--- src/rtl/greedy_change_maker_assert.svh ---
// Assertion macros for the greedy change maker.
`ifndef GREEDY_CHANGE_MAKER_ASSERT_SVH
`define GREEDY_CHANGE_MAKER_ASSERT_SVH

`ifndef SYNTHESIS
`define GCM_ASSERT(name, prop) \
  name: assert property (@(posedge clk_i) disable iff (!rst_ni) (prop)) \
    else $error("greedy_change_maker: assertion failed");
`define GCM_ASSERT_IMP(name, ante, cons) \
  name: assert property (@(posedge clk_i) disable iff (!rst_ni) (ante) |-> (cons)) \
    else $error("greedy_change_maker: implication failed");
`else
`define GCM_ASSERT(name, prop)
`define GCM_ASSERT_IMP(name, ante, cons)
`endif

`endif

--- src/rtl/gcm_pkg.sv ---
// Shared constants and types for the greedy change maker.
package gcm_pkg;

  localparam int unsigned AMOUNT_BITS = 16;
  localparam int unsigned COIN_BITS   = 16;
  localparam int unsigned NUM_SLOTS   = 8;
  localparam int unsigned SLOT_BITS   = $clog2(NUM_SLOTS);
  localparam int unsigned ADDR_BITS   = SLOT_BITS + 2;
  localparam int unsigned DATA_BITS   = 32;

  typedef logic [COIN_BITS-1:0]   coin_t;
  typedef logic [AMOUNT_BITS-1:0] amount_t;
  typedef logic [SLOT_BITS-1:0]   slot_t;

  localparam slot_t SLOT_FIRST = slot_t'(0);
  localparam slot_t SLOT_LAST  = slot_t'(NUM_SLOTS - 1);

  localparam coin_t COIN_RESET [NUM_SLOTS] = '{
    coin_t'(200), coin_t'(100), coin_t'(50), coin_t'(20),
    coin_t'(10),  coin_t'(5),   coin_t'(2),  coin_t'(1)
  };

  // Divider status seen by the sequencer.
  typedef struct packed {
    logic busy;
    logic done;
  } div_stat_t;

endpackage

--- src/rtl/gcm_divider.sv ---
// Bit-serial restoring divider: one quotient bit per cycle.
`include "greedy_change_maker_assert.svh"

module gcm_divider (
  input  logic                          clk_i,
  input  logic                          rst_ni,
  input  logic                          start_i,
  input  logic [gcm_pkg::AMOUNT_BITS-1:0] dividend_i,
  input  logic [gcm_pkg::COIN_BITS-1:0]   divisor_i,
  output gcm_pkg::div_stat_t            stat_o,
  output logic [gcm_pkg::AMOUNT_BITS-1:0] quotient_o,
  output logic [gcm_pkg::AMOUNT_BITS-1:0] remainder_o
);
  import gcm_pkg::*;

  localparam int unsigned CNT_BITS = $clog2(AMOUNT_BITS);
  localparam logic [CNT_BITS-1:0] CNT_LAST = CNT_BITS'(AMOUNT_BITS - 1);

  amount_t             rem_q;
  amount_t             quo_q;
  coin_t               divisor_q;
  logic [CNT_BITS-1:0] cnt_q;
  logic                busy_q;
  logic                done_q;

  logic [AMOUNT_BITS:0]   shifted;
  logic [AMOUNT_BITS+1:0] diff;
  logic                   fits;

  // Bring down the next dividend bit and try the divisor.
  assign shifted = {rem_q, quo_q[AMOUNT_BITS-1]};
  assign diff    = {1'b0, shifted} - (AMOUNT_BITS+2)'(divisor_q);
  assign fits    = ~diff[AMOUNT_BITS+1];

  always_ff @(posedge clk_i or negedge rst_ni) begin
    if (!rst_ni) begin
      busy_q <= 1'b0;
      done_q <= 1'b0;
      cnt_q  <= '0;
    end else begin
      done_q <= 1'b0;
      if (start_i) begin
        busy_q <= 1'b1;
        cnt_q  <= '0;
      end else if (busy_q) begin
        if (cnt_q == CNT_LAST) begin
          busy_q <= 1'b0;
          done_q <= 1'b1;
        end else begin
          cnt_q <= cnt_q + 1'b1;
        end
      end
    end
  end

  always_ff @(posedge clk_i) begin
    if (start_i) begin
      rem_q     <= '0;
      quo_q     <= dividend_i;
      divisor_q <= divisor_i;
    end else if (busy_q) begin
      rem_q <= fits ? diff[AMOUNT_BITS-1:0] : shifted[AMOUNT_BITS-1:0];
      quo_q <= {quo_q[AMOUNT_BITS-2:0], fits};
    end
  end

  assign stat_o.busy = busy_q;
  assign stat_o.done = done_q;
  assign quotient_o  = quo_q;
  assign remainder_o = rem_q;

  `GCM_ASSERT_IMP(a_rem_below_divisor, stat_o.done && divisor_q != '0, rem_q < divisor_q)
  `GCM_ASSERT(a_done_after_run, done_q |-> $past(busy_q))

endmodule

--- src/rtl/greedy_change_maker.sv ---
// Greedy coin change: top level with register file and slot sequencer.
//
// A request is taken when start_i is high and busy_o is low. The amount is
// split over the eight coin registers in index order, and one result per
// coin is shown for a single cycle with result_valid_o; the receiver cannot
// stall, so it must take every strobe. For each coin the sequencer passes
// through a launch state, the bit-serial divider produces one quotient bit
// per cycle, and the result is then registered. busy_o falls with the
// eighth result. Coin registers sit at byte addresses 0, 4, ... 28 on the
// APB port and may be written only while idle.
`include "greedy_change_maker_assert.svh"

module greedy_change_maker (
  input  logic                              clk_i,
  input  logic                              rst_ni,
  input  logic                              psel,
  input  logic                              penable,
  input  logic                              pwrite,
  input  logic [gcm_pkg::ADDR_BITS-1:0]     paddr,
  input  logic [gcm_pkg::DATA_BITS-1:0]     pwdata,
  output logic [gcm_pkg::DATA_BITS-1:0]     prdata,
  output logic                              pready,
  input  logic                              start_i,
  output logic                              busy_o,
  input  logic [gcm_pkg::AMOUNT_BITS-1:0]   amount_i,
  output logic                              result_valid_o,
  output logic [gcm_pkg::SLOT_BITS-1:0]     coin_slot_o,
  output logic [gcm_pkg::AMOUNT_BITS-1:0]   coin_count_o,
  output logic [gcm_pkg::AMOUNT_BITS-1:0]   leftover_o,
  output logic                              last_slot_o
);
  import gcm_pkg::*;

  typedef enum logic [1:0] {
    ST_IDLE,
    ST_LAUNCH,
    ST_WAIT
  } state_e;

  state_e    state_q;
  coin_t     coin_q     [NUM_SLOTS];
  coin_t     coin_sh_q  [NUM_SLOTS];
  amount_t   rest_q;
  slot_t     slot_q;
  logic      valid_q;
  slot_t     out_slot_q;
  amount_t   out_count_q;
  amount_t   out_left_q;
  logic      out_last_q;

  slot_t     reg_idx;
  logic      cfg_wr;
  logic      div_start;
  div_stat_t div_stat;
  amount_t   div_quo;
  amount_t   div_rem;
  logic      coin_zero;
  amount_t   slot_count;
  amount_t   slot_left;

  // Configuration registers.
  assign reg_idx = paddr[ADDR_BITS-1:2];
  assign cfg_wr  = psel & penable & pwrite & pready;
  assign pready  = 1'b1;
  assign prdata  = DATA_BITS'(coin_q[reg_idx]);

  always_ff @(posedge clk_i or negedge rst_ni) begin
    if (!rst_ni) begin
      for (int k = 0; k < NUM_SLOTS; k++) begin
        coin_q[k] <= COIN_RESET[k];
      end
    end else if (cfg_wr) begin
      coin_q[reg_idx] <= pwdata[COIN_BITS-1:0];
    end
  end

  assign div_start = (state_q == ST_LAUNCH);

  gcm_divider u_div (
    .clk_i       (clk_i),
    .rst_ni      (rst_ni),
    .start_i     (div_start),
    .dividend_i  (rest_q),
    .divisor_i   (coin_sh_q[0]),
    .stat_o      (div_stat),
    .quotient_o  (div_quo),
    .remainder_o (div_rem)
  );

  // A zero coin takes nothing and passes the amount through.
  assign coin_zero  = (coin_sh_q[0] == '0);
  assign slot_count = coin_zero ? '0 : div_quo;
  assign slot_left  = coin_zero ? rest_q : div_rem;

  always_ff @(posedge clk_i or negedge rst_ni) begin
    if (!rst_ni) begin
      state_q     <= ST_IDLE;
      slot_q      <= SLOT_FIRST;
      valid_q     <= 1'b0;
      out_last_q  <= 1'b0;
      out_slot_q  <= SLOT_FIRST;
      out_count_q <= '0;
      out_left_q  <= '0;
      rest_q      <= '0;
      for (int k = 0; k < NUM_SLOTS; k++) begin
        coin_sh_q[k] <= '0;
      end
    end else begin
      valid_q <= 1'b0;
      case (state_q)
        ST_IDLE: begin
          if (start_i) begin
            rest_q    <= amount_i[AMOUNT_BITS-1:0];
            coin_sh_q <= coin_q;
            slot_q    <= SLOT_FIRST;
            state_q   <= ST_LAUNCH;
          end
        end
        ST_LAUNCH: begin
          state_q <= ST_WAIT;
        end
        ST_WAIT: begin
          if (div_stat.done) begin
            valid_q     <= 1'b1;
            out_slot_q  <= slot_q;
            out_count_q <= slot_count;
            out_left_q  <= slot_left;
            out_last_q  <= (slot_q == SLOT_LAST);
            rest_q      <= slot_left;
            // advance to the next coin
            for (int k = 0; k < NUM_SLOTS - 1; k++) begin
              coin_sh_q[k] <= coin_sh_q[k+1];
            end
            coin_sh_q[NUM_SLOTS-1] <= '0;
            slot_q  <= SLOT_BITS'(slot_q + 1'b1);
            state_q <= (slot_q == SLOT_LAST) ? ST_IDLE : ST_LAUNCH;
          end
        end
        default: begin
          state_q <= ST_IDLE;
        end
      endcase
    end
  end

  assign busy_o         = (state_q != ST_IDLE);
  assign result_valid_o = valid_q;
  assign coin_slot_o    = out_slot_q;
  assign coin_count_o   = out_count_q;
  assign leftover_o     = out_left_q;
  assign last_slot_o    = out_last_q & valid_q;

  `GCM_ASSERT_IMP(a_launch_when_free, div_start, !div_stat.busy)
  `GCM_ASSERT(a_accept_fresh, (start_i && !busy_o) |=> (state_q == ST_LAUNCH && slot_q == SLOT_FIRST))
  `GCM_ASSERT_IMP(a_last_frees, result_valid_o && last_slot_o, !busy_o && coin_slot_o == SLOT_LAST)

endmodule
--- config.mk ---
export PLATFORM = sky130hd
export DESIGN_NAME = greedy_change_maker
export DESIGN_NICKNAME = d
export VERILOG_FILES = /design/src/rtl/gcm_pkg.sv /design/src/rtl/gcm_divider.sv /design/src/rtl/greedy_change_maker.sv
export VERILOG_INCLUDE_DIRS = /design/src /design/src/rtl
export SDC_FILE = /design/constraint.sdc
export NUM_CORES = 1
export LEC_CHECK = 0
export BUFFER_PORTS_ARGS = -buffer_cell sky130_fd_sc_hd__buf_2
export CAP_MARGIN = 20
export CORE_UTILIZATION = 50
export DETAILED_ROUTE_END_ITERATION = 12
export PLACE_DENSITY_LB_ADDON = 0.12
export SLEW_MARGIN = 25
export SYNTH_ARGS = -nofsm -noshare
export SYNTH_HDL_FRONTEND = slang
export SYNTH_SLANG_ARGS = --single-unit
--- constraint.sdc ---
create_clock -name clk_i -period 6.8 [get_ports clk_i]
set_input_delay 0 -clock clk_i [delete_from_list [all_inputs] [get_ports clk_i]]
set_output_delay 0 -clock clk_i [all_outputs]
set_load 0.02 [all_outputs]
# Word level (Yosys, flattened, before mapping)
# Cells that the tools add are included.
[classes] n_addsub=3 order_cmp=2 eq_ne=7 muxes=35 bitwise_logic=5 n_reduce_logical=10
[op_table] cell="$mux 128" n=2
[op_table] cell="$pmux 128 s2" n=1
[op_table] cell="$mux 16" n=10
[op_table] cell="$bwmux 128" n=1
[op_table] cell="$bmux 16 s3" n=1
[op_table] cell="$demux 16 s3" n=1
[op_table] cell="$pmux 16 s2" n=1
[op_table] cell="$sub 17x16->18" n=1
[op_table] cell="$logic_not 16->1" n=1
[op_table] cell="$mux 4" n=3
[op_table] cell="$mux 1" n=9
[op_table] cell="$mux 3" n=2
[op_table] cell="$pmux 2 s3" n=1
[op_table] cell="$pmux 3 s2" n=1
[op_table] cell="$reduce_and 2->1" n=3
[op_table] cell="$reduce_bool 2->1" n=3
[op_table] cell="$add 4x1->4 const B" n=1
[op_table] cell="$eq 4x4->1 const B" n=1
[op_table] cell="$ge 4x4->1 const B" n=1
[op_table] cell="$lt 4x1->1 const B" n=1
[op_table] cell="$mux 2" n=2
[op_table] cell="$ne 2x2->1 const B" n=2
[op_table] cell="$not 3->4" n=1
[op_table] cell="$add 3x1->3 const B" n=1
[op_table] cell="other kinds (9)" n=11
[totals] regBits=368 in_bits=59 output_inout_bits=71 word_cells=92

# Logic depth before layout (Yosys ltp)
[depth] ltp_word=6 ltp_mapped=11 mapped_depth_nobuf=10

# Cells and area by module
# A second synthesis with hierarchy kept.
[hier_totals] hier_cells=1601 area_unflattened_um2=17210.3
[modules_own_cells] mod="greedy_change_maker" n_inst=1 cells_per_inst=1303 area_per_inst_um2=14082.3 seq_area_each_um2=7878.8
[modules_own_cells] mod="gcm_divider" n_inst=1 cells_per_inst=298 area_per_inst_um2=3128.0 seq_area_each_um2=1431.4

# Least setup slack after synthesis
# OpenSTA, ideal clock, no wires.
[synth_path] kind="register to register" startpoint="reg u_div.divisor_q[1]" endpoint="reg u_div.quo_q[0], in the netlist u_div.quotient_o[0] (data pin)" setup_time_ns=0.270 arrival_time_ns=1.969 required_ns=6.530 setup_slack_ns=4.561 stages_incl_launch_ff=10 path_buffers=1 period_less_slack_ns=2.239 cell_sequence="edfxtp_1 inv_1 ha_1 nor2b_4 o31a_2 o21ai_2 o31ai_4 a41oi_4 buf_6 a21oi_1"
[synth_via] elab_chain_len=4
[synth_rtl] item="start, declared" line_no="gcm_divider.sv:21" source="coin_t divisor_q;"
[synth_rtl] item="start signal, assigned" line_no="gcm_divider.sv:60" source="divisor_q <= divisor_i;"
[synth_rtl] item="$sub 17x16->18" line_no="gcm_divider.sv:32" source="assign diff = {1'b0, shifted} - (AMOUNT_BITS+2)'(divisor_q);"
[synth_rtl] item="$not 1->1" line_no="gcm_divider.sv:33" source="assign fits = ~diff[AMOUNT_BITS+1];"
[synth_rtl] item="$mux 16" line_no="gcm_divider.sv:61" source="end else if (busy_q) begin"
[synth_rtl] item="$mux 16" line_no="gcm_divider.sv:57" source="if (start_i) begin"
[synth_rtl] item="end signal, assigned" line_no="gcm_divider.sv:59" source="quo_q <= dividend_i;"
[synth_rtl] item="end signal, assigned" line_no="gcm_divider.sv:63" source="quo_q <= {quo_q[AMOUNT_BITS-2:0], fits};"
[synth_rtl] item="end, declared" line_no="gcm_divider.sv:20" source="amount_t quo_q;"
# Every way passes these cells. The select of a mux whose other input is x is not followed.
# A chain may end at the register's enable or synchronous reset.

# Final worst setup path
[layout_path] startpoint="reg state_q[1]" endpoint="reg rest_q[15]"
[layout_via] elab_chain_len=3 elab_cells_between_ends=7 cone_classes="3 x eq/ne; 1 x mux; 3 x reduce/logical"
[layout_rtl] item="start, declared" line_no="greedy_change_maker.sv:40" source="state_e state_q;"
[layout_rtl] item="start signal, assigned" line_no="greedy_change_maker.sv:136" source="state_q <= (slot_q == SLOT_LAST) ? ST_IDLE : ST_LAUNCH;"
[layout_rtl] item="$eq 2x2->1 or $logic_not 2->1 (tied branches)" line_no="greedy_change_maker.sv:110" source="case (state_q)"
[layout_rtl] item="$ne 2x1->1 (no line), or another cell as far along"
[layout_rtl] item="$reduce_and 3->1 (no line)"
[layout_rtl] item="end signal, assigned" line_no="greedy_change_maker.sv:113" source="rest_q <= amount_i[AMOUNT_BITS-1:0];"
[layout_rtl] item="end signal, assigned" line_no="greedy_change_maker.sv:129" source="rest_q <= slot_left;"
[layout_rtl] item="end, declared" line_no="greedy_change_maker.sv:43" source="amount_t rest_q;"
# Parallel ways exist; a longest one is shown, timed or not.

==> metrics <==
first-pass GRT wire length=64200 um; top cells by area, synth=dfrtp_1 46%, mux2_2 8.7%, mux2i_1 7.0%, nand2_1 5.9%, edfxtp_1 5.8%; DP HPWL=roughly 24000 um; most frequent cells after synthesis=303 x dfrtp_1, 263 x nand2_1, 128 x mux2_2; CTS sink cnt=368; drt via density=5.55; most common cell in the synthesized netlist=dfrtp_1; R2R depth=8; largest net degree at the start of global routing=196; Setup CP Type=flip-flop to flip-flop; register area share after synthesis=between 50% and 60%; startpoint types=flip-flop; Routed WL per cell=~19 um; CTS tree=done; FF-to-FF Start=state_q[1]$_DFFE_PN0P_; Yosys top cell by area=dfrtp_1; htree depth=2; Post-Syn Area=16600 um2; drt initial violations=roughly 810; critical path capture point type=flip-flop; FFs w/ async S/R, synth=87.0%; min cycle time layout=3.39 ns; Core Area=32600 um2; register area=just over 9000 um2; peak supply drop=0.313 mV; Mapped Cells=1488; # fillers=2813; worst skew pair latency=~0.52 ns; Arrival @ worst endpoint=about 3.8 ns; Port-buffer cells=94; HP Class=input port to asynchronous set/reset pin; area delta synth->final=14.8%; number of global-route vias before repair=~11000; Yosys reg bits=368; max-slew violation count=0; antenna cells=0; Total Routing Usage GR=24.4%; Post-CTS Setup Inserts=0; crit-path max FO=55; WL final=40100 um; Post-synth EDFFs=32; Final GP Congestion=about 0.84; area taken by multi-input logic gates=6780 um2; synthesized area per cell=roughly 11 um2; Die Area=34000 um2; f_max=295 MHz; Die Ht=between 150 and 200 um; number of distinct library cells after synthesis=65; Finished Layout Cells=2065; yosys warns=0; std cell rows=66; CTS Buf Count=40; layout cells sized above 1=roughly 22%; pwr/cell area=440 nW/um2; Critical Path End=rest_q[15]$_DFFE_PN0P_; leak pwr=8.70 nW; r2r endpoint=rest_q[15]$_DFFE_PN0P_; GRT overflow=0; fin crit share=49.8%; final setup vio count=0; Tot Pwr=8.39 mW; DR DRC count=0; Yosys top cell area share=45.6%; Reg2Reg Setup Slack=3.41 ns; Final Skew=around 0.015 ns; final hold viol count=0; initial antenna violation count=0; vias after detailed routing=11500; total negative slack=0 ns; Worst EP required=7.24 ns; status=complete, no violations; Final ANT Viol Nets=0; Top-Level Pins=between 100 and 150; die outline width=184 um; initial core utilization=51.0%; clock transition at the registers of the reported paths=0.06 ns; Final nets=1672; Max Cap Viol=0; clock buffer depth=3; slew margin rel.=27.3%; worst setup path startpoint=state_q[1]$_DFFE_PN0P_; RSZ-0062 raised after global routing=no; Top FF cell, synth=dfrtp_1; Root Driver=clkbuf_16; drt pass-1 iters=5; placed cells=1960; Slew @ Worst Pin=1.09 ns
-- report_power, final --
group	switching, mW	internal (mW)
Combinational	1.58	1.14
Clock	0.858	1.28
Sequential	0.534	3.00
Total	2.97	5.42
-- registers in the layout (all words and copies together) (netlist names), 4 cells and up --
name / cells
coin_count_o: 16
leftover_o: 16
rest_q: 16
coin_sh_q: 128
u_div.quotient_o: 16
u_div.remainder_o: 16
u_div.cnt_q: 4
coin_q: 128
u_div.divisor_q: 16
-- per-layer routing --
metal / vias up / wire (um) / GRT usage, %
met5: - / 0 / 0
met4: 0 / 770 / 6.10
met3: 54 / 1910 / 3.50
met2: 272 / 18800 / 39.1
met1: 5649 / 18700 / 34.8
li1: 5476 / - / -
-- layout by cell type (no fill, tap or decap), drive strengths merged, types with 7 or more instances in the layout --
master / n
buf: 120
dfrtp: 303
nand3: 29
a22o: 20
a22oi: 65
dfxtp: 16
mux2i: 116
o21ai: 130
clkbuf: 66
nor3: 7
o22ai: 16
a21oi: 33
conb: 17
nand4: 17
mux2: 128
nand2: 265
nor2: 52
edfxtp: 32
dfstp: 17
ha: 19
xor2: 7
a31oi: 23
dlygate4sd3: 33
inv: 28
-- per-stage QoR --
step | instance area, um2 | utilization [%] | hold slack, ns | worst slack (ns)
2_1_floorplan | 16700 | - | -0.296 | 4.56
3_5_place_dp | 17500 | 53.5 | 0.0758 | 3.42
3_3_place_gp | 17500 | 53.5 | 0.0700 | 3.41
4_1_cts | 19100 | 58.5 | 0.127 | 3.40
5_1_grt | 19100 | 58.5 | 0.115 | 3.05
6_report | 19100 | 58.5 | 0.0714 | 3.41
-- worst min path at each step --
stage	from	endpoint	slack (ns)	depth (start not counted)
CTS	rst_ni	u_div.cnt_q[1]$_DFFE_PN0P_	0.13	2
finish	rst_ni	coin_sh_q[100]$_DFFE_PN0P_	0.07	2
detailed placement	rst_ni	coin_sh_q[115]$_DFFE_PN0P_	0.08	1
global placement	rst_ni	coin_sh_q[84]$_DFFE_PN0P_	0.07	1
global route	rst_ni	coin_sh_q[100]$_DFFE_PN0P_	0.11	2
floorplan	rst_ni	coin_count_o[0]$_DFFE_PN0P_	-0.30	0
-- area by class of cell --
cell class | instances | share of cell area, %
Sequential cell | 368 | 48.8
Clock buffer | 66 | 6.50
Tap cell | 442 | 2.90
Clock inverter | 6 | 0.288
Inverter | 29 | 0.570
Timing Repair Buffer | 153 | 5.42
Multi-Input combinational cell | 1001 | 35.5
-- worst max-delay path, cell delays in order (launching register included) --
cell and delay, ns:
dfrtp_1 0.76, nor2b_4 0.31, nand2_2 0.32, inv_2 0.80, nor2_4 0.09, buf_4 0.31
a21oi_4 0.46, nor2_1 0.08, a21oi_1 0.14
-- repair_timing --
action	CTS	global route
hold buffers	33	0
hold endpoints to repair	231	0
resized for setup	0	0
endpoints found under the setup margin	0	0
-- cells by family (layout without fill, tap and decap cells) --
| group | count (synthesis) | count (layout) | share of synthesized area, % |
|---|---|---|---|
| adder cells (fa/ha/maj) | 20 | 20 | 1.55 |
| other | 2 | 17 | 0.0452 |
| flip-flops | 368 | 368 | 56.0 |
| AND/OR/NAND/NOR | 394 | 394 | 10.2 |
| buffers and inverters | 134 | 254 | 3.79 |
| multiplexers | 244 | 244 | 15.7 |
| XOR/XNOR | 12 | 12 | 0.632 |
| AO/OA/AOI/OAI | 314 | 314 | 12.1 |
(Power assumes the default switching activity.)
